[config.mk]
export PLATFORM = sky130hd
export DESIGN_NAME = gcdb_cordic
export DESIGN_NICKNAME = d
export VERILOG_FILES = /design/src/sv/gcdb_pkg.sv /design/src/sv/gcdb_cordic.sv
export SDC_FILE = /design/constraint.sdc
export NUM_CORES = 1
export LEC_CHECK = 0
export ABC_AREA = 1
export BUFFER_PORTS_ARGS = -buffer_cell sky130_fd_sc_hd__buf_2
export CAP_MARGIN = 20
export CORE_ASPECT_RATIO = 0.75
export CORE_MARGIN = 1
export CORE_UTILIZATION = 30
export CTS_CLUSTER_DIAMETER = 200
export DETAILED_ROUTE_END_ITERATION = 12
export SYNTH_ARGS = -nofsm -noshare
export SYNTH_HDL_FRONTEND = slang
export SYNTH_SLANG_ARGS = --single-unit
[constraint.sdc]
create_clock -name clk -period 5.4 [get_ports clk]
set_input_delay 1.08 -clock clk [delete_from_list [all_inputs] [get_ports clk]]
set_output_delay 1.08 -clock clk [all_outputs]
set_load 0.005 [all_outputs]
[src/sv/gcdb_pkg.sv]
package gcdb_pkg;

	localparam int XY_W   = 36;
	localparam int Z_W    = 34;
	localparam int OP_W   = 34;
	localparam int PROD_W = 2 * OP_W;

	localparam logic signed [XY_W-1:0] INV_GAIN     = 36'sd652032874;
	localparam logic signed [Z_W-1:0]  QUARTER_TURN = 34'sd1073741824;
	localparam logic signed [Z_W-1:0]  HALF_TURN    = 34'sd2147483648;
	localparam logic signed [Z_W-1:0]  FULL_TURN    = 34'sd4294967296;

	localparam logic [9:0] DEG_PER_TURN  = 10'd360;
	localparam logic [8:0] DEG_ROUND     = 9'd180;

	localparam logic [63:0] EARTH_RADIUS_M = 64'd6372795;
	localparam logic [63:0] PI_Q30         = 64'd3373259426;
	localparam logic [31:0] DIST_SCALE     = 32'((EARTH_RADIUS_M * PI_Q30) >> 23);
	localparam logic [24:0] DIST_MAX       = 25'h1FFFFFF;

	typedef struct packed {
		logic signed [30:0] new_lat;
		logic signed [31:0] new_lon;
	} fix_t;

	typedef struct packed {
		logic [24:0] distance_m;
		logic [8:0]  bearing_deg;
	} result_t;

	typedef struct packed {
		logic                   start;
		logic                   vector;
		logic [31:0]            phase;
		logic signed [XY_W-1:0] x;
		logic signed [XY_W-1:0] y;
	} cordic_req_t;

	// atan(2^-i) as binary angle, 2^32 per turn
	function automatic logic [31:0] atan_unit(input logic [4:0] i);
		logic [31:0] a;
		case (i)
			5'd0:  a = 32'h20000000;
			5'd1:  a = 32'h12E4051E;
			5'd2:  a = 32'h09FB385B;
			5'd3:  a = 32'h051111D4;
			5'd4:  a = 32'h028B0D43;
			5'd5:  a = 32'h0145D7E1;
			5'd6:  a = 32'h00A2F61E;
			5'd7:  a = 32'h00517C55;
			5'd8:  a = 32'h0028BE53;
			5'd9:  a = 32'h00145F2F;
			5'd10: a = 32'h000A2F98;
			5'd11: a = 32'h000517CC;
			5'd12: a = 32'h00028BE6;
			5'd13: a = 32'h000145F3;
			5'd14: a = 32'h0000A2FA;
			5'd15: a = 32'h0000517D;
			5'd16: a = 32'h000028BE;
			5'd17: a = 32'h0000145F;
			5'd18: a = 32'h00000A30;
			5'd19: a = 32'h00000518;
			5'd20: a = 32'h0000028C;
			5'd21: a = 32'h00000146;
			5'd22: a = 32'h000000A3;
			5'd23: a = 32'h00000051;
			5'd24: a = 32'h00000029;
			5'd25: a = 32'h00000014;
			5'd26: a = 32'h0000000A;
			5'd27: a = 32'h00000005;
			5'd28: a = 32'h00000003;
			5'd29: a = 32'h00000001;
			5'd30: a = 32'h00000001;
			default: a = 32'h00000000;
		endcase
		return a;
	endfunction

endpackage

[src/sv/gcdb_cordic.sv]
// shared CORDIC: rotation (sin/cos of a binary angle) or vectoring (atan2)
module gcdb_cordic #(
	parameter int STEPS = 24
) (
	input  logic                            clk,
	input  logic                            arst_n,
	input  gcdb_pkg::cordic_req_t           req,
	output logic                            done,
	output logic signed [gcdb_pkg::XY_W-1:0] sine,
	output logic signed [gcdb_pkg::XY_W-1:0] cosine,
	output logic signed [gcdb_pkg::Z_W-1:0]  angle
);

	localparam int XW = gcdb_pkg::XY_W;
	localparam int ZW = gcdb_pkg::Z_W;
	localparam int CW = $clog2(STEPS + 1);

	logic signed [XW-1:0] x_q, y_q;
	logic signed [ZW-1:0] z_q;
	logic                 vec_q, flip_q, zero_q;
	logic [CW-1:0]        cnt_q;
	logic                 busy_q, done_q;

	logic [4:0]           idx;
	logic signed [XW-1:0] dx, dy;
	logic signed [ZW-1:0] a;
	logic                 sel;
	logic signed [ZW-1:0] zs;

	assign idx = cnt_q[4:0];
	assign dx  = y_q >>> idx;
	assign dy  = x_q >>> idx;
	assign a   = {{(ZW-32){1'b0}}, gcdb_pkg::atan_unit(idx)};
	assign sel = vec_q ? (y_q <= 0) : (z_q >= 0);
	assign zs  = {{(ZW-32){req.phase[31]}}, req.phase};

	always_ff @(posedge clk or negedge arst_n) begin
		if (!arst_n) begin
			busy_q <= 1'b0;
			done_q <= 1'b0;
			cnt_q  <= '0;
		end else begin
			done_q <= 1'b0;
			if (req.start) begin
				busy_q <= 1'b1;
				cnt_q  <= '0;
			end else if (busy_q) begin
				cnt_q <= cnt_q + CW'(1);
				if (cnt_q == CW'(STEPS - 1)) begin
					busy_q <= 1'b0;
					done_q <= 1'b1;
				end
			end
		end
	end

	always_ff @(posedge clk) begin
		if (req.start) begin
			vec_q  <= req.vector;
			flip_q <= 1'b0;
			zero_q <= 1'b0;
			if (!req.vector) begin
				x_q <= gcdb_pkg::INV_GAIN;
				y_q <= '0;
				// fold into +-quarter turn, negate result afterwards
				if (zs > gcdb_pkg::QUARTER_TURN) begin
					z_q    <= zs - gcdb_pkg::HALF_TURN;
					flip_q <= 1'b1;
				end else if (zs < -gcdb_pkg::QUARTER_TURN) begin
					z_q    <= zs + gcdb_pkg::HALF_TURN;
					flip_q <= 1'b1;
				end else begin
					z_q <= zs;
				end
			end else begin
				zero_q <= (req.x == 0) && (req.y == 0);
				if (req.x < 0 && req.y >= 0) begin
					x_q <= req.y;
					y_q <= -req.x;
					z_q <= gcdb_pkg::QUARTER_TURN;
				end else if (req.x < 0) begin
					x_q <= -req.y;
					y_q <= req.x;
					z_q <= -gcdb_pkg::QUARTER_TURN;
				end else begin
					x_q <= req.x;
					y_q <= req.y;
					z_q <= '0;
				end
			end
		end else if (busy_q) begin
			if (sel) begin
				x_q <= x_q - dx;
				y_q <= y_q + dy;
				z_q <= z_q - a;
			end else begin
				x_q <= x_q + dx;
				y_q <= y_q - dy;
				z_q <= z_q + a;
			end
		end
	end

	assign done   = done_q;
	assign sine   = flip_q ? -y_q : y_q;
	assign cosine = flip_q ? -x_q : x_q;
	assign angle  = zero_q ? '0 : z_q;

endmodule

* After elaboration in Yosys (flattened, before gate mapping)
Memories as Yosys holds them, arrays and structs flattened.
Cells that the tools add are included.
** Cells by class
- Reduce and logical (&&, ||, !) cells :: 5
- Order comparisons :: 6
- Muxes and demuxes :: 34
- Eq/ne operators :: 1
- Shift operators :: 2
- Add/subtract/negate cells :: 13
** Operators by type and width (count)
- 36-bit 2-to-1 mux :: 14
- 34-bit 2-to-1 mux :: 9
- 36-bit negation :: 4
- 36-bit adder :: 2
- 36-bit logical NOT :: 2
- 36-bit by 5-bit >>> shifter with 36-bit output :: 2
- 36-bit subtractor :: 2
- 36-bit by 1-bit greater-or-equal comparator with 1-bit output (second input constant) :: 1
- 36-bit by 1-bit less-or-equal comparator with 1-bit output (second input constant) :: 1
- 36-bit by 1-bit < comparator with 1-bit output (second input constant) :: 1
- 32-bit by 33-bit adder with 34-bit output (second input constant) :: 1
- 34-bit by 33-bit adder with 34-bit output :: 1
- 34-bit by 1-bit greater-or-equal comparator with 1-bit output (second input constant) :: 1
- 32-bit by 33-bit subtractor with 34-bit output (second input constant) :: 1
- 34-bit by 33-bit subtractor with 34-bit output :: 1
- 32-bit > comparator (second input constant) :: 1
- 32-bit by 31-bit < comparator with 1-bit output (second input constant) :: 1
- 5-bit 2-to-1 mux :: 2
- 1-bit 2-to-1 mux :: 9
- 5-bit by 1-bit adder with 5-bit output (second input constant) :: 1
- 5-bit == test (second input constant) :: 1
- 1-bit logical AND :: 2
- 2-bit nonzero test :: 1
** Storage, ports and cells
- ROM bits :: 960
- Memories :: 1
- Register bits after elaboration :: 116
** Memory list
- (name not given) :: depth 32, width 30, read ports 1, clocked after memory_dff 0, wr ports 0, line gcdb_pkg.sv:42 : case (i)

* Longest topological paths before layout
Gate-level depths: netlist of run 1.
- Word-level depth :: 5
- Gate-level depth with buffers :: 37
- Mapped depth without buffers :: 36

* Worst setup path after synthesis of run 1
OpenSTA, ideal clock, no wires.
- Path kind :: register -> register
- From :: reg cnt_q[1]
- To :: reg z_q[23] (data pin)
- Library setup time :: 0.258 ns
- Stages on the path, launching flop included :: 31
- Path buffers :: 2
- Slack :: 0.953 ns
- Clock period less this slack :: 4.447 ns
- Data arrival time :: 4.189 ns
- Cells stage by stage :: dfrtp_1 > inv_2 > buf_4 > buf_2 > ha_1 > inv_1 > o21ai_0 > a21oi_1 > o21ai_0 > o21ai_0 > inv_1 > ha_1 > inv_1 > nor2_1 > nand3_1 > o21ai_1 > xor2_1 > ha_1 > nand2_1 > nor2_1 > inv_1 > o21ai_0 > a21oi_1 > nor2_1 > nor2_1 > o21ai_0 > nand2_1 > nand2_1 > a21oi_1 > o21ai_0 > nand2_1
** On the way
- Word-level cells in the longest chain between the ends :: 5
- Elaborated cells on any way between the ends :: 6
- Those cells by class :: add/sub (2); mux (3); memory (1)
** RTL lines
- start, declared :: line gcdb_cordic.sv:21 : logic [CW-1:0] cnt_q;
- start signal, assigned :: line gcdb_cordic.sv:48 : cnt_q <= cnt_q + CW'(1);
- memory read 32 x 30 bit *
- 34-bit by 33-bit adder with 34-bit output or 34-bit by 33-bit subtractor with 34-bit output (tied branches) :: line gcdb_cordic.sv:99, gcdb_cordic.sv:95
- 34-bit 2-to-1 mux * :: line gcdb_cordic.sv:92 : if (sel) begin
- 34-bit 2-to-1 mux * :: line gcdb_cordic.sv:91 : end else if (busy_q) begin
- 34-bit 2-to-1 mux * :: line gcdb_cordic.sv:58 : if (req.start) begin
- end signal, assigned :: line gcdb_cordic.sv:67 : z_q <= zs - gcdb_pkg::HALF_TURN;
- end signal, assigned :: line gcdb_cordic.sv:95 : z_q <= z_q - a;
- end signal, assigned :: line gcdb_cordic.sv:99 : z_q <= z_q + a;
- end, declared :: line gcdb_cordic.sv:19 : logic signed [ZW-1:0] z_q;
Mark *: on every way between the ends. The rest lies on a longest branch, timed or not. The select of a mux whose other input is x is not followed.
A chain may end at the register's enable or synchronous reset.

* Worst setup path after layout of run 1
- From :: reg y_q[11]
- To :: reg x_q[25] (data pin)
** On the way
- Word-level cells in the longest chain between the ends :: 5
- Elaborated cells on any way between the ends :: 8
- Those cells by class :: add/sub (2); order compare (1); shift (1); mux (4)
** RTL lines
- start, declared :: line gcdb_cordic.sv:18 : logic signed [XW-1:0] x_q, y_q;
- start signal, assigned :: line gcdb_cordic.sv:79 : y_q <= -req.x;
- start signal, assigned :: line gcdb_cordic.sv:83 : y_q <= req.x;
- start signal, assigned :: line gcdb_cordic.sv:87 : y_q <= req.y;
- 36-bit by 5-bit >>> shifter with 36-bit output or 36-bit by 1-bit less-or-equal comparator with 1-bit output (tied branches) :: line gcdb_cordic.sv:31, gcdb_cordic.sv:34
- 36-bit adder (tied with other cells) :: line gcdb_cordic.sv:97 : x_q <= x_q + dx;
- 36-bit 2-to-1 mux * :: line gcdb_cordic.sv:92
- 36-bit 2-to-1 mux * :: line gcdb_cordic.sv:91
- 36-bit 2-to-1 mux * :: line gcdb_cordic.sv:58
- end signal, assigned :: line gcdb_cordic.sv:63 : x_q <= gcdb_pkg::INV_GAIN;
- end signal, assigned :: line gcdb_cordic.sv:93 : x_q <= x_q - dx;
- end signal, assigned :: line gcdb_cordic.sv:97
- end, declared :: line gcdb_cordic.sv:18
Marked as above.

==> results of run 1 <==
-- worst min path at each step --
stage          startpoint  depth (start not counted)       end
5_1_grt            arst_n                          1  cnt_q[4]
6_report           arst_n                          1  cnt_q[4]
4_1_cts            arst_n                          1  cnt_q[4]
2_1_floorplan      busy_q                          1  cnt_q[2]
3_3_place_gp       busy_q                          1  cnt_q[2]
3_5_place_dp       busy_q                          1  cnt_q[2]
-- state kept, by name, indices dropped and copies added (netlist names) --
signal / flops
done: 1
x_q: 36
z_q: 34
cnt_q: 5
flip_q: 1
zero_q: 1
busy_q: 1
y_q: 36
vec_q: 1
-- worst max-delay path, cell delays in order, from the launching register on --
cell	delay [ns]
edfxtp_1	0.57
nor2_2	0.24
inv_1	0.11
nor3_1	0.24
nand4_1	0.33
o31ai_4	0.39
a21boi_4	0.21
buf_4	0.28
nand2_1	0.13
xor2_2	0.24
ha_1	0.32
nand2_1	0.19
inv_1	0.06
a21oi_1	0.14
buf_4	0.15
inv_1	0.05
nand2_1	0.07
nand2_1	0.07
a21boi_0	0.19
buf_4	0.16
o21ai_0	0.11
nand2_1	0.10
nand2_1	0.10
a21oi_2	0.23
nor2_1	0.06
nor2_1	0.15
a21oi_1	0.06
-- area by class of cell --
class | instances | area, um^2
Fill cell | 8354 | 47400
Multi-Input combinational cell | 3153 | 16700
Timing Repair Buffer | 395 | 2590
Clock inverter | 15 | 145
Clock buffer | 17 | 425
Sequential cell | 116 | 3450
Inverter | 460 | 1730
Tap cell | 968 | 1210
-- stage by stage --
stage | TNS, ns | util (%) | cells | worst slack, ns | hold slack, ns
after floorplan | 0 | - | 3880 | 0.953 | 0.506
after global placement | -6.27 | 34.5 | 5085 | -0.465 | 0.577
after detailed placement | -5.59 | 34.5 | 5085 | -0.368 | 0.590
final | 0 | 35.7 | 5124 | 0.156 | 0.411
after CTS | 0 | 35.3 | 5117 | 0.0342 | 0.402
after global routing | -0.0777 | 35.7 | 5124 | -0.0738 | 0.422
-- synthesized netlist by cell type (7+ instances only) --
cell         n  area, um^2
ha_1       119        1490
o21ai_0    204        1020
nand4_1     47         294
a221oi_1    20         175
a21oi_1    233        1170
or2_2       24         150
o21ai_1     19        95.1
xnor2_1     68         596
inv_1      432        1620
buf_4       13        97.6
xor2_1     144        1260
nor4_1      25         156
nor2_2       9        56.3
o221ai_1    33         289
nor2_1     399        1500
nor3_1      50         250
buf_1       22        82.6
inv_2       23        86.3
dfrtp_1      7         175
o211ai_1    24         180
o22ai_1     16         100
nand2_1   1070        4020
buf_2       40         200
edfxtp_1   109        3270
nand3_1    487        2440
clkbuf_1    70         263
nand3b_1     7        52.6
a31oi_1     41         257
o21bai_1    12        90.1
o31ai_1     25         188
a21o_1       8        60.1
-- per-layer routing --
metal  part of all wire [%]  vias to the layer above  track usage [%]  wire length (um)
met5                      0                        -                0                 0
li1                       -                    13500                -                 -
met3                     12                      103             6.05             13400
met2                     40                     1582             41.9             46100
met4                    1.6                        0             5.48              1870
met1                     47                    13300             45.9             54100
-- report_power, final --
group	internal (uW)	switching [uW]	total, uW
logic	5490	9990	15500
registers	1650	974	2630
clock network	641	529	1170
total	7780	11500	19300
-- repair_timing --
action                     CTS  global route
pin swaps                    0             5
gates cloned                 0             1
setup buffers                0             6
gates resized for setup      3            46
setup endpoints to repair   40            50
-- kinds of logic after synthesis --
kind of cell,after synthesis
flip-flops,116
multiplexers,1
AO/OA/AOI/OAI,679
AND/OR/NAND/NOR,2139
adder cells (fa/ha/maj),122
buffers and inverters,611
XOR/XNOR,212
==> metrics.txt, run 1 <==
clock skew ~0.016 ns; die width roughly 320 um; CTS Buffer Depth 2; worst slew pin tran about 0.99 ns; routed wire length 115,000 um; status finished, final reports clean; CTS Buf Count 17; wire length per cell 22.5 um; GP Congestion 1.06; Die Y around 240 um; most frequent cells in the layout nand2_1 (1,067), nand3_1 (487), inv_1 (432); total gr overflow 0; Reg-to-Reg End x_q[25]; sequential area share after synthesis between 10% and 20%; compound-cell area share of the yosys netlist between 10% and 20%; fin crit period around 5.2 ns; fmax 191 MHz; vias in the first global route between 20k and 30k; Vias/cell between 5 and 6; PnR Total Power between 15,000 and 20,000 uW; Final ANT Viol Nets 0; cts hold-fix bufs 0; Core Box Area ~74,000 um^2; post-synthesis mux area share less than 1%; first-pass detailed-route iteration total 6; Remaining DRCs 0; Mapped Nets a little over 4k; Avg Inst Size Synth 5.77 um^2; CP Class flop to flop; Final period util 97.1%; share of cells above drive strength 1 between 10% and 20%; Rel. slew slack about a third; crit start category flop; Worst EP required approximately 5.6 ns; CTS tree built; Synth Cell Area ~22,000 um^2; fin area about 26,000 um^2; routed vias ~29k; Synth Register Bits 116; clock-pin slew on the worst setup and hold paths around 0.070 ns; Final Hold Viols 0; CTS H-tree depth 4; Starting Density just over 30%; Critical Path AT 5.48 ns; DP Wirelength roughly 96,000 um; maximum vdd ir drop between 200 and 300 uV; Clock Latency Late Sink ~0.50 ns; Starting DRT DRC Count 4,034; ys async rst share 6.03%; Die ar. between 70,000 and 80,000 um^2; area growth from synthesis to layout 17.3%; Root Driver clkbuf_16; Max Cap Viol 0; final setup fails 0; crit end category flop; Final Net Count roughly 4.4k; Simple-Gate Fraction of Synth Area around two fifths; most common cell after layout, fill and taps aside nand2_1; Synth cell types 60; HP Class input port to asynchronous set/reset pin; CP Max Fanout 17; initial antenna violation count 1; worst setup path start y_q[11]; maximum number of pins on one net before global-route repair 62; Total Routing Usage GR 29.8%; Synth Flop Type edfxtp_1; global-route wire length before repair 168,000 um; Slew Limit Fails 0; worst r2r src y_q[11]; placed inst area roughly 25,000 um^2; P_leak between 0.01 and 0.015 uW; number of synthesized flops with an enable pin ~110; reg-to-reg setup timing slack between 0.15 and 0.2 ns; adder-cell area share of the yosys netlist under 10%; Worst R2R Path Depth 26; Pwr Density approximately 730 nW/um^2; I/O pin count between 200 and 250; main combinational cell family by area after synthesis simple AND/OR/NAND/NOR gates; RSZ-0062 raised after global routing yes; Synth Area in XOR/XNOR 8.30%; clock sinks 116; Yosys Warn Count 0; ANT cells 0; # rows 86; number of port buffers 214; Critical path destination x_q[25]; Post-Synthesis Cells between 3k and 4k
Power figures use the tool's default switching activity.
==> inputs of run 2 (changes only) <==
Clock period 5.4 ns to 6.56 ns, I/O delays scaled along.
==> metrics.txt, run 2 (same netlist as run 1, synthesis figures left out) <==
Sw Pwr 9040 uW (-21%); fmax 164 MHz (-14%); CP Max Fanout 21 (+4); first-pass detailed-route iteration total 6 (unchanged); CTS Buf Count 17 (unchanged); area growth from synthesis to layout 12.0%; ANT cells 0 (unchanged); Hold WS 0.565 ns (+0.154 ns); maximum number of pins on one net before global-route repair 75 (+21%); routed vias 28.1k (-1.5%); share of cells above drive strength 1 9.40% (-3.3 points); status finished, final reports clean; P_leak 0.0123 uW (-5.1%); global-route wire length before repair 162,000 um (-3.6%); Hold Path Origin busy_q; most frequent cells in the layout nand2_1 (1,068), nand3_1 (487), inv_1 (432); CTS Buffer Depth 2 (unchanged); Int Power 5850 uW (-25%); dpl ws 0.403 ns (+0.771 ns); CTS tree built; worst r2r src cnt_q[1]; Final Hold Viols 0 (unchanged); Starting Density 30.4% (unchanged); Slew Limit Fails 0 (unchanged); Seq pwr share 15.3% (+1.7 points); HP Class flop to flop; Critical Path AT 6.32 ns (+0.84 ns); Pwr Density 594 nW/um^2 (-19%); cts hold-fix bufs 0 (unchanged); Die ar. 75,700 um^2 (unchanged); CP max stage delay 0.55 ns (-0.02 ns); die width 317 um (unchanged); worst slew pin tran 1.06 ns (+0.0721 ns); number of port buffers 214 (unchanged); # rows 86 (unchanged); Max Cap Viol 0 (unchanged); post-layout worst setup margin 0.455 ns (+0.299 ns); CP Class flop to flop; DP Wirelength 90,200 um (-6.2%); maximum vdd ir drop 239 uV (-16%); clock-pin slew on the worst setup and hold paths 0.06 ns (about the same); Die Y 239 um (unchanged); wire length per cell 22.1 um (-2.0%); final setup fails 0 (unchanged); RSZ-0062 raised after global routing no; Worst EP required 6.78 ns (+1.14 ns); largest registers x_q: 36 flops, y_q: 36 flops, z_q: 34 flops; Vias/cell 5.63 (+0.98%); Clock Latency Late Sink 0.49 ns (about the same); final core utilization 34.0% (-1.6 points); crit end category flop; Clock power frac 7.0% (+0.9 points); Root Driver clkbuf_16; clock skew 0.0148 ns (-0.00104 ns); GP Congestion 1.07 (+1.6%); Core Box Area 73,600 um^2 (unchanged); Remaining DRCs 0 (unchanged); fin area 25,100 um^2 (-4.5%); cell mode on critical path nor2_1; routed wire length 110,000 um (-4.4%); clock sinks 116 (unchanged); placed inst area 24,400 um^2 (-3.9%); most common cell after layout, fill and taps aside nand2_1; Net Sw Frac 60.7% (+1.1 points); post-route setup TNS 0 ns (unchanged); Final ANT Viol Nets 0 (unchanged); Final Net Count 4,247 (-2.9%); combinational share of power 77.7% (-2.6 points); Rel. slew slack 29.4% (-4.2 points); Starting DRT DRC Count 3,999 (-0.87%); total gr overflow 0 (unchanged); Final period util 93.1% (-4.1 points); initial antenna violation count 1 (unchanged); crit start category flop; I/O pin count 215 (unchanged); worst setup path start cnt_q[1]; vias in the first global route 24.9k (-2.2%); CP max stage cell dfrtp_2; CTS H-tree depth 4 (unchanged); Total Routing Usage GR 28.5% (-1.3 points); fin crit period 6.10 ns (+0.861 ns)
[run 2: cell types whose count changed in the layout (fill, tap and decap cells not counted), moves of 5 or more]
cell / delta
buf_4: -115
o21ai_0: +9
buf_12: -8
o21ai_1: -7
xor2_1: +5
xor2_2: -5
[run 2: metrics by stage]
| stage | total power (uW) | instances |
|---|---|---|
| 2_1_floorplan | 9500 | 3880 |
| 3_5_place_dp | 13400 | 4966 |
| 6_report | 14900 | 4998 |
| 3_3_place_gp | 13400 | 4966 |
| 5_1_grt | 16000 | 4998 |
| 4_1_cts | 14500 | 4998 |
[run 2: what timing repair did]
action,4_1_cts,5_1_grt
resized for setup,0,2
endpoints found under the setup margin,0,3
buffers inserted,0,0
[run 2: path summary, 6_finish.rpt]
check | end | slack [ns] | depth (start not counted)
max | z_q[31] | 0.46 | 28
max in group asynchronous | cnt_q[2] | 5.73 | 1
min | cnt_q[2] | 0.56 | 1
min in group asynchronous | done | 0.66 | 1
max reg2reg | z_q[31] | 0.46 | 28
min reg2reg | cnt_q[2] | 0.56 | 1
[run 2: final cells by class]
type | instances | area (um^2)
fillers | 8396 | 48500
multi-input cells | 3153 | 16500
flip-flops and latches | 116 | 3450
inverters | 460 | 1730
repair buffers | 269 | 1520
well taps | 968 | 1210
clock buffers | 17 | 425
clock inverters | 15 | 194
[run 2: worst max-delay path, delay by kind of cell (launching register included)]
kind,cells,cell delay [ns]
DFF,1,0.55
AOI/OAI and AO/OA,4,0.81
and+or+nand+nor,15,2.42
buffers and inverters,5,0.97
xor gates and xnor gates,1,0.29
adders and majority gates,3,0.77
[run 2: power by group through the flow]
stage	Combinational, uW	Clock [uW]	Sequential (uW)
floorplan	7830	0	1670
global placement	11200	0	2220
detailed placement	11200	0	2220
CTS	11200	1060	2200
global route	12700	1080	2260
finish	11600	1050	2270
[run 2: layer usage]
layer  wire length, um  track usage [%]
met3             12600             5.27
met1             52100             44.4
met5                 8                0
met4              2340             6.51
met2             43400             39.2
