--- src/sv/gcdb_isqrt.sv ---
// floor square root, two radicand bits per cycle
module gcdb_isqrt (
	input  logic        clk,
	input  logic        arst_n,
	input  logic        start,
	input  logic [63:0] n,
	output logic        done,
	output logic [31:0] root
);

	logic [63:0] n_q, r_q, bit_q;
	logic [4:0]  cnt_q;
	logic        busy_q, done_q;
	logic [63:0] sum;

	assign sum = r_q + bit_q;

	always_ff @(posedge clk or negedge arst_n) begin
		if (!arst_n) begin
			busy_q <= 1'b0;
			done_q <= 1'b0;
			cnt_q  <= '0;
		end else begin
			done_q <= 1'b0;
			if (start) begin
				busy_q <= 1'b1;
				cnt_q  <= '0;
			end else if (busy_q) begin
				cnt_q <= cnt_q + 5'd1;
				if (cnt_q == 5'd31) begin
					busy_q <= 1'b0;
					done_q <= 1'b1;
				end
			end
		end
	end

	always_ff @(posedge clk) begin
		if (start) begin
			n_q   <= n;
			r_q   <= '0;
			bit_q <= 64'h4000000000000000;
		end else if (busy_q) begin
			if (n_q >= sum) begin
				n_q <= n_q - sum;
				r_q <= (r_q >> 1) + bit_q;
			end else begin
				r_q <= r_q >> 1;
			end
			bit_q <= bit_q >> 2;
		end
	end

	assign done = done_q;
	assign root = r_q[31:0];

endmodule
--- config.mk ---
export PLATFORM = sky130hd
export DESIGN_NAME = gcdb_isqrt
export DESIGN_NICKNAME = d
export VERILOG_FILES = /design/src/sv/gcdb_isqrt.sv
export SDC_FILE = /design/constraint.sdc
export NUM_CORES = 1
export LEC_CHECK = 0
export BUFFER_PORTS_ARGS = -buffer_cell sky130_fd_sc_hd__buf_4
export CAP_MARGIN = 10
export CORE_ASPECT_RATIO = 2
export CORE_MARGIN = 2
export CORE_UTILIZATION = 60
export CTS_BUF_LIST = sky130_fd_sc_hd__clkbuf_4 sky130_fd_sc_hd__clkbuf_8
export CTS_CLUSTER_SIZE = 25
export DETAILED_ROUTE_END_ITERATION = 10
export PLACE_DENSITY_LB_ADDON = 0.08
export SETUP_SLACK_MARGIN = 0.1
export SYNTH_ARGS = -nofsm -noshare
export SYNTH_HDL_FRONTEND = slang
export SYNTH_SLANG_ARGS = --single-unit
--- constraint.sdc ---
create_clock -name clk -period 13.6 [get_ports clk]
set_clock_uncertainty 0.1 [all_clocks]
set_input_delay 2.72 -clock clk [delete_from_list [all_inputs] [get_ports clk]]
set_output_delay 2.72 -clock clk [all_outputs]
set_load 0.02 [all_outputs]
# Word-level counts from Yosys, hierarchy flattened
# Cells that the tools add are included.
[word_totals]
reg_bits = 167
inputBits = 67
elab_cells = 27
[classes]
add_sub_neg = 4
order_cmp = 1
n_eq_ne = 1
n_mux = 12
n_reduce_logical = 3
[op_table]
columns = ["operator", "n"]
rows = [
  ["two-way mux 64 bit", 4],
  ["adder 63 x 63 -> 64 bit", 1],
  ["adder 64 x 63 -> 64 bit", 1],
  [">= comparator 64 bit", 1],
  ["subtractor 64 bit", 1],
  ["two-way mux 5 bit", 2],
  ["two-way mux 1 bit", 6],
  ["adder 5 x 1 -> 5 bit, second input constant", 1],
  ["equality test 5 bit, second input constant", 1],
  ["nonzero test 2 bit", 2],
  ["AND reduction 2 bit", 1],
]

# Depth between registers and ports, before layout
# Gate-level depths: netlist of the first run.
[logic_depth]
depth_word = 5
depth_mapped = 26
mapped_depth_nobuf = 23

# Worst setup path after synthesis of the first run
# No wires, ideal clock.
[synth_timing]
kind = "reg2reg"
start = "register r_q[2]"
end = "register n_q[0], enable pin"
setup_time_ns = 0.574
arrival_ns = 9.198
required_time_ns = 12.926
slack_ns = 3.727
stages_incl_launch_ff = 23
path_buffers = 3
synth_period_minus_slack_ns = 9.873
cell_sequence = "dfxtp_1 -> ha_1 -> a31oi_1 -> a211oi_1 -> a221o_1 -> a31o_2 -> a31o_1 -> a211o_1 -> and3_1 -> nor3_1 -> o21ai_1 -> xnor2_1 -> ha_1 -> clkbuf_1 -> nand4_1 -> nor3_1 -> nand3_1 -> a211oi_1 -> o31ai_1 -> and2_1 -> buf_6 -> buf_2 -> o21ai_0"
[synth_between]
elab_chain_cells = 4
[synth_lines]
columns = ["element", "line", "rtl"]
rows = [
  ["start: declaration", "11", "logic [63:0] n_q, r_q, bit_q;"],
  ["start signal: assignment", "46", "r_q <= (r_q >> 1) + bit_q;"],
  ["start signal: assignment", "48", "r_q <= r_q >> 1;"],
  ["adder 64 x 63 -> 64 bit", "16", "assign sum = r_q + bit_q;"],
  [">= comparator 64 bit", "44", "if (n_q >= sum) begin"],
  ["nonzero test 2 bit (no line)", "-", ""],
  ["AND reduction 2 bit (no line)", "-", ""],
  ["end signal: assignment", "40", "n_q <= n;"],
  ["end signal: assignment", "45", "n_q <= n_q - sum;"],
  ["end: declaration", "11", ""],
]
# No other way between the ends.
# A chain may end at the register's enable or synchronous reset.

# Worst setup path after layout of the first run
[layout_timing]
start = "register r_q[4]"
end = "register n_q[13], enable pin"
# Same word-level chain as after synthesis.

==> reports/metrics.csv, run 1 <==
stage,metric,value,unit
run_status,status,"complete, no violations",
floorplan,die_x,118,um
power,vdd_drop_max,0.153,mV
worst_setup_path,cp-end-kind,flip-flop,
routing,vias,14900,
finish,layout.cells.non_filler,2280,
sta,fin_ws,6.40,ns
worst_setup_path,r2r_setup_slack,6.40,ns
global_routing,grt-ovfl-total,0,
synthesis,synth-simple-area-share,0.181,
worst_setup_path,crit_type,flip-flop to flip-flop,
routing,wl_per_cell,22.2,um
global_routing,grt_max_degree,101,
sta,finalSetupViolCount,0,
synthesis,synth_cells,1944,
sta,slew_violations,0,
hold_path,holdPathStages,2,
worst_setup_path,required,13.64,ns
clock_network,post-cts-setup-buffer-count,0,
sta,max_freq,139,MHz
worst_setup_path,crit_path_start_kind,flip-flop,
finish,drive_above_1_share,0.101,
routing,route.detailed.drc,0,
placement,postPlaceCellArea,0.0160,sq mm
sta,min_period,7.20,ns
clock_network,cts.path.max_buffers,2,
synthesis,synth_compound_area_frac,0.275,
floorplan,die_y,232,um
synthesis,synth_top_family_by_area,compound AO/OA/AOI/OAI gates,
hold_path,hp-class,flip-flop to flip-flop,
worst_setup_path,rr_worst_depth,22,
power,total_power,3.27,mW
synthesis,ys.flop_type,dfxtp_1,
routing,dr.first_iter.drc_count,972,
clock_network,h-tree-depth,4,
synthesis,ys_seq_area_frac,0.258,
synthesis,syn_area,0.0156,sq mm
worst_setup_path,critPathMaxFanout,58,
sta,max_slew_margin,0.289,
sta,whs,0.427,ns
power,leakagePower,6.81,nW
clock_network,cts_tree,yes,
synthesis,async_flop_share,0.0419,
synthesis,synthMuxAreaShare,0.0279,
hold_path,holdCritStartpoint,r_q[0],
clock_network,ctsHoldBuffers,0,
finish,final_common_cell,nand2_1,
placement,dp_cells,2247,
sta,rsz0062_at_grt,false,
floorplan,ios,100,
finish,post-route-util,0.642,
global_routing,grt_pass1_vias,14600,
floorplan,core_area,0.0255,sq mm
synthesis,yosys_warnings,0,
run,cap_violations,0,
synthesis,synthAdderAreaFrac,0.107,
synthesis,synth_nets,2144,
synthesis,synth_edf_count,64,
routing,via_per_inst,6.53,
global_routing,antenna_found_initial,1,
finish,area_growth,5.37,%
clock_network,cts-buffers-inserted,17,
synthesis,synth_xor_area_frac,0.0883,
clock_network,clkSinkCount,167,
clock_network,cts_resized,0,
sta,finalSetupTns,0,ns
routing,firstDrtPassIters,6,
floorplan,rows,83,
synthesis,ys_types,97,
routing,drt.antenna.violating_nets,0,
clock_network,clk_pin_slew_worst_paths,0.10,ns
sta,finalCritPeriodShare,0.529,
sta,worst_pin_slew,1.07,ns
placement,port_buffers,99,
floorplan,die-area,0.0273,sq mm
finish,final_cell_area,0.0164,sq mm
floorplan,start_util,0.609,
global_routing,track_usage,0.364,
finish,num-nets-final,2126,
clock_network,clock_latency,0.52,ns
clock_network,cts_root_buffer,clkbuf_8,
power,pwr_density_cell,200,mW/mm^2
hold_path,holdPathEnd,r_q[0],
worst_setup_path,rr_endpoint,n_q[13],
synthesis,postSynthAreaPerCell,8.01,sq um
placement,globalplace.congestion,0.965,
worst_setup_path,r2r_start,r_q[4],
worst_setup_path,critPathArrivalTime,7.24,ns
finish,n_fill_cell,2406,
placement,dp_slack,6.51,ns
sta,hold_viol_final,0,
synthesis,synth_seq_cells,167,
finish,layout_common_cells,"nand2_1, nor2_1, o21ai_0",
placement,dp.final_hpwl,39.4,mm
routing,finalWirelength,50.5,mm
global_routing,grt_pass1_wl,77.0,mm
Yosys cell counts, drive strengths merged, types with 6 or more instances:
cell    instances  area [sq um]
edfxtp         64          1920
nand2         235           882
a311oi         21           190
or3             9          56.3
a221oi         14           146
nor4           11          83.8
clkbuf         92           415
buf            51           365
xor2           83           727
nand3          34           170
o21ai         159           796
nor2b          12          75.1
and4            7          63.8
nand4          42           275
nor2          189           712
a211oi         39           303
dfrtp           7           175
o211ai         14           110
nor3           25           125
and2           14          87.6
mux2i          40           400
and3           17           106
inv            46           173
o221ai          6          52.6
a21oi         121           609
ha            132          1650
a21o           57           429
a31oi          60           375
dfxtp          96          1920
xnor2          74           648
o21bai         39           293
o21a           17           128
a31o           21           184
o31ai          15           128
power by group:
part           switching [mW]  total, mW  internal [mW]
combinational            1.29       2.05          0.759
sequential              0.133      0.848          0.715
clock                   0.217      0.374          0.157
layer usage:
metal  track usage  part of all wire
met2         0.673              0.52
met5             0                 0
met1         0.325              0.32
met3        0.0491             0.039
met4         0.377              0.12
worst max path at each step:
stage,from,end,slack (ns),depth (start not counted)
2_1_floorplan,r_q[2],n_q[0],3.73,22
3_3_place_gp,r_q[4],n_q[22],6.70,22
3_5_place_dp,r_q[4],n_q[16],6.51,22
4_1_cts,r_q[4],n_q[27],6.48,22
5_1_grt,r_q[4],n_q[15],5.91,22
6_report,r_q[4],n_q[13],6.40,22
registers in the layout, summed over array words and instances, names as in the netlist:
signal / flops
cnt_q: 5
r_q: 64
done: 1
bit_q: 32
busy_q: 1
n_q: 64
cell families after synthesis:
kind of cell / Yosys count
AOI/OAI and AO/OA: 637
xor gates and xnor gates: 157
adders and majority gates: 133
buffers and inverters: 190
DFF: 167
muxes: 43
and+or+nand+nor: 617
final cells by class:
class	instances	area (sq um)	area share
Clock inverter	12	113	0.00687
Sequential cell	167	4020	0.245
Antenna cell	1	2.50	0.000153
Tap cell	340	425	0.0259
Multi-Input combinational cell	1587	10600	0.646
Clock buffer	20	263	0.0160
Inverter	46	173	0.0105
Timing Repair Buffer	107	807	0.0492
worst max-delay path: stages (launching register included):
cell and delay (ns):
dfxtp_1 0.40, ha_1 0.38, nand4_1 0.10, o21ai_0 0.53
a221oi_1 0.20, o21ai_0 0.50, a31oi_1 0.18, o21ai_0 0.36
a21oi_1 0.19, nor2_1 0.11, o21ai_0 0.09, xor2_1 0.20
ha_1 0.39, and4_1 0.23, or3b_1 0.40, nor3_1 0.25
nand3_1 0.14, a211oi_1 0.25, o31ai_1 0.13, and2_2 0.21
buf_4 0.28, o21ai_4 0.35, buf_4 0.70
(Power assumes the default switching activity.)
==> inputs of run 2 (changes only) <==
==> constraint.sdc (replaced) <==
create_clock -name clk -period 7 [get_ports clk]
set_clock_uncertainty 0.1 [all_clocks]
set_input_delay 1.4 -clock clk [delete_from_list [all_inputs] [get_ports clk]]
set_output_delay 1.4 -clock clk [all_outputs]
set_load 0.02 [all_outputs]
==> reports/metrics.csv, run 2 (synthesis results as in run 1) <==
stage,metric,value,unit,change
placement,dp.final_hpwl,38.2,mm,-3.2%
finish,num-nets-final,2135,,+0.42%
worst_setup_path,crit_path_start_kind,flip-flop,,
hold_path,holdPathStages,2,,unchanged
clock_network,cts.path.max_buffers,2,,unchanged
finish,layout_common_cells,"nand2_1, nor2_1, o21ai_0",,
placement,port_buffers,99,,unchanged
floorplan,ios,100,,unchanged
routing,finalWirelength,49.5,mm,-2.1%
power,leakagePower,6.91,nW,+1.5%
global_routing,grt-ovfl-total,0,,unchanged
worst_setup_path,rr_endpoint,r_q[11],,
sta,min_period,6.49,ns,-0.704 ns
finish,multi_input_area,0.0106,sq mm,+0.19%
finish,n_fill_cell,2319,,-3.6%
floorplan,die_x,118,um,unchanged
power,vdd_drop_max,0.261,mV,+71%
hold_path,holdPathEnd,r_q[0],,
clock_network,cts_tree,yes,,
global_routing,grt_max_degree,149,,+48%
worst_setup_path,path_buf_inv,1,,-1
worst_setup_path,critPathArrivalTime,6.83,ns,-0.41 ns
power,pwr_density_cell,390,mW/mm^2,+95%
worst_setup_path,critPathMaxFanout,17,,-71%
floorplan,core_area,0.0255,sq mm,unchanged
clock_network,clk_pin_slew_worst_paths,0.11,ns,about the same
worst_setup_path,crit_chain,ha_1 > a211oi_1 > a211oi_2 > a221o_1 > a31o_2 > a31o_1 > a211o_1 > and3_1 > nor3_1 > xor2_1 > ha_1 > a21o_1 > o21bai_1 > a21oi_1 > o21ai_0 > a211oi_1 > and2_2 > buf_4 > nor2_1 > xnor2_1 > a211oi_1,,
finish,reg_top3,"n_q: 64 flops, r_q: 64 flops, bit_q: 32 flops",,
sta,finalCritPeriodShare,0.928,,+0.398
worst_setup_path,crit_type,flip-flop to flip-flop,,
worst_setup_path,cp_common_cell,a211oi_1,,
routing,via_per_inst,6.53,,about the same
sta,max_slew_margin,0.366,,+0.0768
routing,dr.first_iter.drc_count,1168,,+20%
floorplan,die_y,232,um,unchanged
sta,slew_violations,0,,unchanged
worst_setup_path,required,7.34,ns,-6.30 ns
clock_network,clock_latency,0.53,ns,about the same
placement,dp_slack,0.197,ns,-6.32 ns
global_routing,grt_pass1_wl,77.3,mm,+0.45%
finish,seqCellArea,0.00402,sq mm,unchanged
worst_setup_path,critPathMaxStageDelay,0.51,ns,-0.19 ns
floorplan,start_util,0.609,,unchanged
run_status,status,"complete, no violations",,
finish,drive_above_1_share,0.107,,+0.00621
routing,firstDrtPassIters,8,,+2
clock_network,cts_root_buffer,clkbuf_8,,
worst_setup_path,rr_worst_depth,21,,-4.5%
placement,globalplace.congestion,0.998,,+3.4%
floorplan,rows,83,,unchanged
clock_network,h-tree-depth,4,,unchanged
sta,worst_pin_slew,0.951,ns,-0.115 ns
run,cap_violations,0,,unchanged
clock_network,cts-buffers-inserted,17,,unchanged
hold_path,hp-class,flip-flop to flip-flop,,
global_routing,track_usage,0.360,,-0.00413
sta,fin_ws,0.506,ns,-5.90 ns
sta,finalSetupViolCount,0,,unchanged
hold_path,holdCritStartpoint,r_q[0],,
global_routing,grt_pass1_vias,14900,,+1.6%
floorplan,die-area,0.0273,sq mm,unchanged
worst_setup_path,r2r_start,r_q[4],,
worst_setup_path,cp-startpoint,r_q[4],,
routing,vias,14900,,+0.41%
clock_network,clkSinkCount,167,,unchanged
sta,finalSetupTns,0,ns,unchanged
routing,route.detailed.drc,0,,unchanged
finish,final_common_cell,nand2_1,,
global_routing,antenna_found_initial,2,,+1
sta,hold_viol_final,0,,unchanged
sta,rsz0062_at_grt,false,,
worst_setup_path,r2r_setup_slack,0.51,ns,-5.90 ns
sta,max_freq,154,MHz,+11%
worst_setup_path,crit_path_top_delay_cell,dfxtp_1,,
finish,area_growth,6.66,%,
worst_setup_path,cp-end-kind,flip-flop,,
routing,wl_per_cell,21.6,um,-2.5%
routing,drt.antenna.violating_nets,0,,unchanged
worst_setup_path,critical_path.top_delay_family,compound AO/OA/AOI/OAI gates,,
run 2: cell types whose count changed in the layout (fill, tap and decap cells not counted), moves of 2 or more:
cell	change
buf_4	+6
bufinv_16	+3
buf_12	+3
inv_4	-2
o21ai_0	-2
run 2: cell type report:
class	count	share of cell area
Antenna cell	1	0.000151
Clock buffer	20	0.0158
Clock inverter	12	0.0114
Inverter	46	0.0104
Multi-Input combinational cell	1587	0.639
Sequential cell	167	0.242
Tap cell	340	0.0256
Timing Repair Buffer	116	0.0549
run 2: per-stage QoR:
| stage | instances | hold slack (ns) | cell area [sq um] | power (mW) | util |
|---|---|---|---|---|---|
| after detailed placement | 2256 | 0.403 | 16100 | 5.57 | 0.631 |
| after global routing | 2289 | 0.444 | 16600 | 6.92 | 0.650 |
| after floorplan | 1944 | 0.378 | 15600 | 4.51 | - |
| after CTS | 2288 | 0.429 | 16600 | 6.42 | 0.649 |
| after global placement | 2256 | 0.397 | 16100 | 5.53 | 0.631 |
| final | 2289 | 0.422 | 16600 | 6.48 | 0.650 |
run 2: repair_timing:
item | in CTS | in global routing
endpoints found under the setup margin | 0 | 128
buffers inserted | 0 | 0
gates resized for setup | 0 | 6
hold buffers | 0 | 0
run 2: worst max-delay path by stage:
stage	to	slack, ns	cells after the start
after floorplan	n_q[0]	0.73	22
after global placement	r_q[62]	0.37	24
after detailed placement	r_q[62]	0.20	23
after CTS	r_q[62]	0.13	24
after global routing	r_q[62]	0.13	23
final	r_q[11]	0.51	21
run 2: power breakdown:
| group | internal [mW] | leakage, nW | switching (mW) |
|---|---|---|---|
| registers | 1.39 | 1.54 | 0.239 |
| clock network | 0.414 | 0.233 | 0.428 |
| logic | 1.53 | 5.14 | 2.48 |
run 2: tightest hold or removal path, cell delays in order (launching register included):
cell      delay [ns]
dfxtp_1         0.35
nor2_1          0.09
a311oi_1        0.05
run 2: metal layers:
layer,vias to the layer above,GRT usage,share of wire
li1,7141,-,-
met1,7002,0.325,0.33
met2,559,0.679,0.53
met3,243,0.0506,0.040
met4,2,0.333,0.10
met5,-,0,0.00026
==> inputs of run 3 (changes only) <==
--- a/config.mk
+++ b/config.mk
@@ -5,6 +5,7 @@
 export SDC_FILE = /design/constraint.sdc
 export NUM_CORES = 1
 export LEC_CHECK = 0
+export ABC_CLOCK_PERIOD_IN_PS = 7000
 export BUFFER_PORTS_ARGS = -buffer_cell sky130_fd_sc_hd__buf_4
 export CAP_MARGIN = 10
 export CORE_ASPECT_RATIO = 2
@@ -14,6 +15,7 @@
 export CTS_CLUSTER_SIZE = 25
 export DETAILED_ROUTE_END_ITERATION = 10
 export PLACE_DENSITY_LB_ADDON = 0.08
+export REMOVE_ABC_BUFFERS = 1
 export SETUP_SLACK_MARGIN = 0.1
 export SYNTH_ARGS = -nofsm -noshare
 export SYNTH_HDL_FRONTEND = slang
==> reports/metrics.csv, run 3 (synthesis results as in run 1) <==
stage,metric,value,unit,change
run_status,status,"complete, no violations",,
finish,reg_top3,"n_q: 64 flops, r_q: 64 flops, bit_q: 32 flops",,
worst_setup_path,crit_path_start_kind,flip-flop,,
worst_setup_path,crit_type,flip-flop to flip-flop,,
sta,max_freq,153,MHz,-0.83%
placement,globalplace.congestion,0.976,,-2.3%
sta,slew_violations,0,,unchanged
routing,via_per_inst,6.47,,-0.94%
clock_network,h-tree-depth,4,,unchanged
finish,diodes,0,,-1
power,pwr_density_cell,385,mW/mm^2,-1.4%
clock_network,clkSinkCount,167,,unchanged
global_routing,grt_pass1_vias,14700,,-0.81%
sta,hold_viol_final,0,,unchanged
worst_setup_path,crit_chain,ha_1 > a31oi_1 > a211oi_1 > buf_4 > a221o_1 > a31o_2 > a31o_1 > a211o_1 > and3_1 > nor3_1 > xor2_1 > ha_1 > a21o_1 > o21bai_1 > a21oi_1 > o21ai_0 > a211oi_1 > and2_4 > buf_12 > nor2_1 > xnor2_1 > a211oi_1,,
placement,dp_slack,0.316,ns,+0.119 ns
sta,finalCritPeriodShare,0.936,,+0.00776
clock_network,cts_root_buffer,clkbuf_8,,
finish,post-route-util,0.650,,about the same
worst_setup_path,critPathArrivalTime,6.88,ns,+0.05 ns
global_routing,grt_max_degree,91,,-39%
clock_network,ctsHoldBuffers,0,,unchanged
worst_setup_path,r2r_setup_slack,0.45,ns,-0.05 ns
global_routing,track_usage,0.354,,-0.00580
sta,max_slew_margin,0.328,,-0.0373
sta,whs,0.422,ns,-0.000783 ns
floorplan,die_y,232,um,unchanged
routing,finalWirelength,48.6,mm,-1.7%
routing,drt.antenna.violating_nets,0,,unchanged
worst_setup_path,cp-end-kind,flip-flop,,
power,vdd_drop_max,0.315,mV,+21%
clock_network,clock_latency,0.52,ns,about the same
global_routing,antenna_found_initial,0,,-2
routing,dr.first_iter.drc_count,892,,-24%
sta,finalSetupViolCount,0,,unchanged
finish,drive_above_1_share,0.109,,+0.00177
routing,wl_per_cell,21.2,um,-1.8%
placement,dp.final_hpwl,38.0,mm,-0.57%
worst_setup_path,required,7.33,ns,about the same
finish,num-nets-final,2140,,+0.23%
routing,firstDrtPassIters,6,,-2
placement,postPlaceCellArea,0.0162,sq mm,+0.31%
finish,layout.cells.non_filler,2293,,+0.17%
global_routing,grt_pass1_wl,76.3,mm,-1.4%
sta,fin_ws,0.451,ns,-0.0543 ns
clock_network,cts_tree,yes,,
power,total_power,6.39,mW,-1.4%
finish,layout_common_cells,"nand2_1, nor2_1, o21ai_0",,
sta,worst_pin_slew,1.01,ns,+0.0559 ns
floorplan,rows,83,,unchanged
global_routing,grt-ovfl-total,0,,unchanged
finish,final_cell_area,0.0166,sq mm,about the same
finish,area_growth,6.68,%,about the same
finish,n_fill_cell,2364,,+1.9%
sta,finalSetupTns,0,ns,unchanged
clock_network,cts-buffers-inserted,17,,unchanged
worst_setup_path,cp_common_cell,a211oi_1,,
clock_network,clk_pin_slew_worst_paths,0.10,ns,about the same
worst_setup_path,crit_path_top_delay_cell,dfxtp_1,,
floorplan,ios,100,,unchanged
clock_network,cts.path.max_buffers,2,,unchanged
routing,vias,14800,,-0.76%
hold_path,hp-class,flip-flop to flip-flop,,
finish,final_common_cell,nand2_1,,
placement,dp_cells,2261,,+0.22%
floorplan,die-area,0.0273,sq mm,unchanged
placement,port_buffers,99,,unchanged
routing,route.detailed.drc,0,,unchanged
run,cap_violations,0,,unchanged
sta,rsz0062_at_grt,true,,
floorplan,core_area,0.0255,sq mm,unchanged
clock_network,post-cts-setup-buffer-count,0,,unchanged
floorplan,start_util,0.609,,unchanged
worst_setup_path,critPathMaxStageDelay,0.44,ns,-0.07 ns
floorplan,die_x,118,um,unchanged
power,leakagePower,6.92,nW,+0.11%
worst_setup_path,critPathMaxFanout,32,,+15
sta,min_period,6.55,ns,+0.0543 ns
## run 3: layout make-up
| cell class | count | area (sq um) | area share |
|---|---|---|---|
| timing repair buffer | 121 | 962 | 0.0579 |
| inverter | 46 | 173 | 0.0104 |
| tap | 340 | 425 | 0.0256 |
| clock buffer | 20 | 269 | 0.0162 |
| clock inverter | 12 | 143 | 0.00859 |
| sequential | 167 | 4020 | 0.242 |
| multi-input combinational | 1587 | 10600 | 0.639 |
## run 3: critical path, delay by kind of cell, from the launching register on
| kind | cells | cell delay [ns] |
|---|---|---|
| buffers and inverters | 2 | 0.43 |
| AOI/OAI and AO/OA | 12 | 3.31 |
| xor gates and xnor gates | 2 | 0.49 |
| adders and majority gates | 2 | 0.68 |
| and+or+nand+nor | 4 | 0.95 |
| DFF | 1 | 0.44 |
## run 3: report_power, final
part	switching, mW	internal [mW]	total, mW
sequential	0.234	1.39	1.62
clock	0.407	0.346	0.753
combinational	2.47	1.54	4.02
total	3.11	3.28	6.39
## run 3: timing repair
item | in CTS | in global routing
setup endpoints to repair | 0 | 123
resized for setup | 0 | 5
hold endpoints to repair | 0 | 0
## run 3: worst paths after layout
path	from	to	cells past startpoint
worst max register to register	r_q[2]	r_q[3]	22
worst min register to register	r_q[0]	r_q[0]	2
worst min-delay path	r_q[0]	r_q[0]	2
min in group asynchronous	arst_n	busy_q	1
max in group asynchronous	arst_n	busy_q	1
worst max-delay path	r_q[2]	r_q[3]	22
## run 3: per-layer routing
layer	up-vias	GRT usage	wire, um
met5	-	0	0
met4	0	0.280	4370
met3	199	0.0410	1410
met2	464	0.686	26200
met1	7011	0.329	16600
li1	7159	-	-
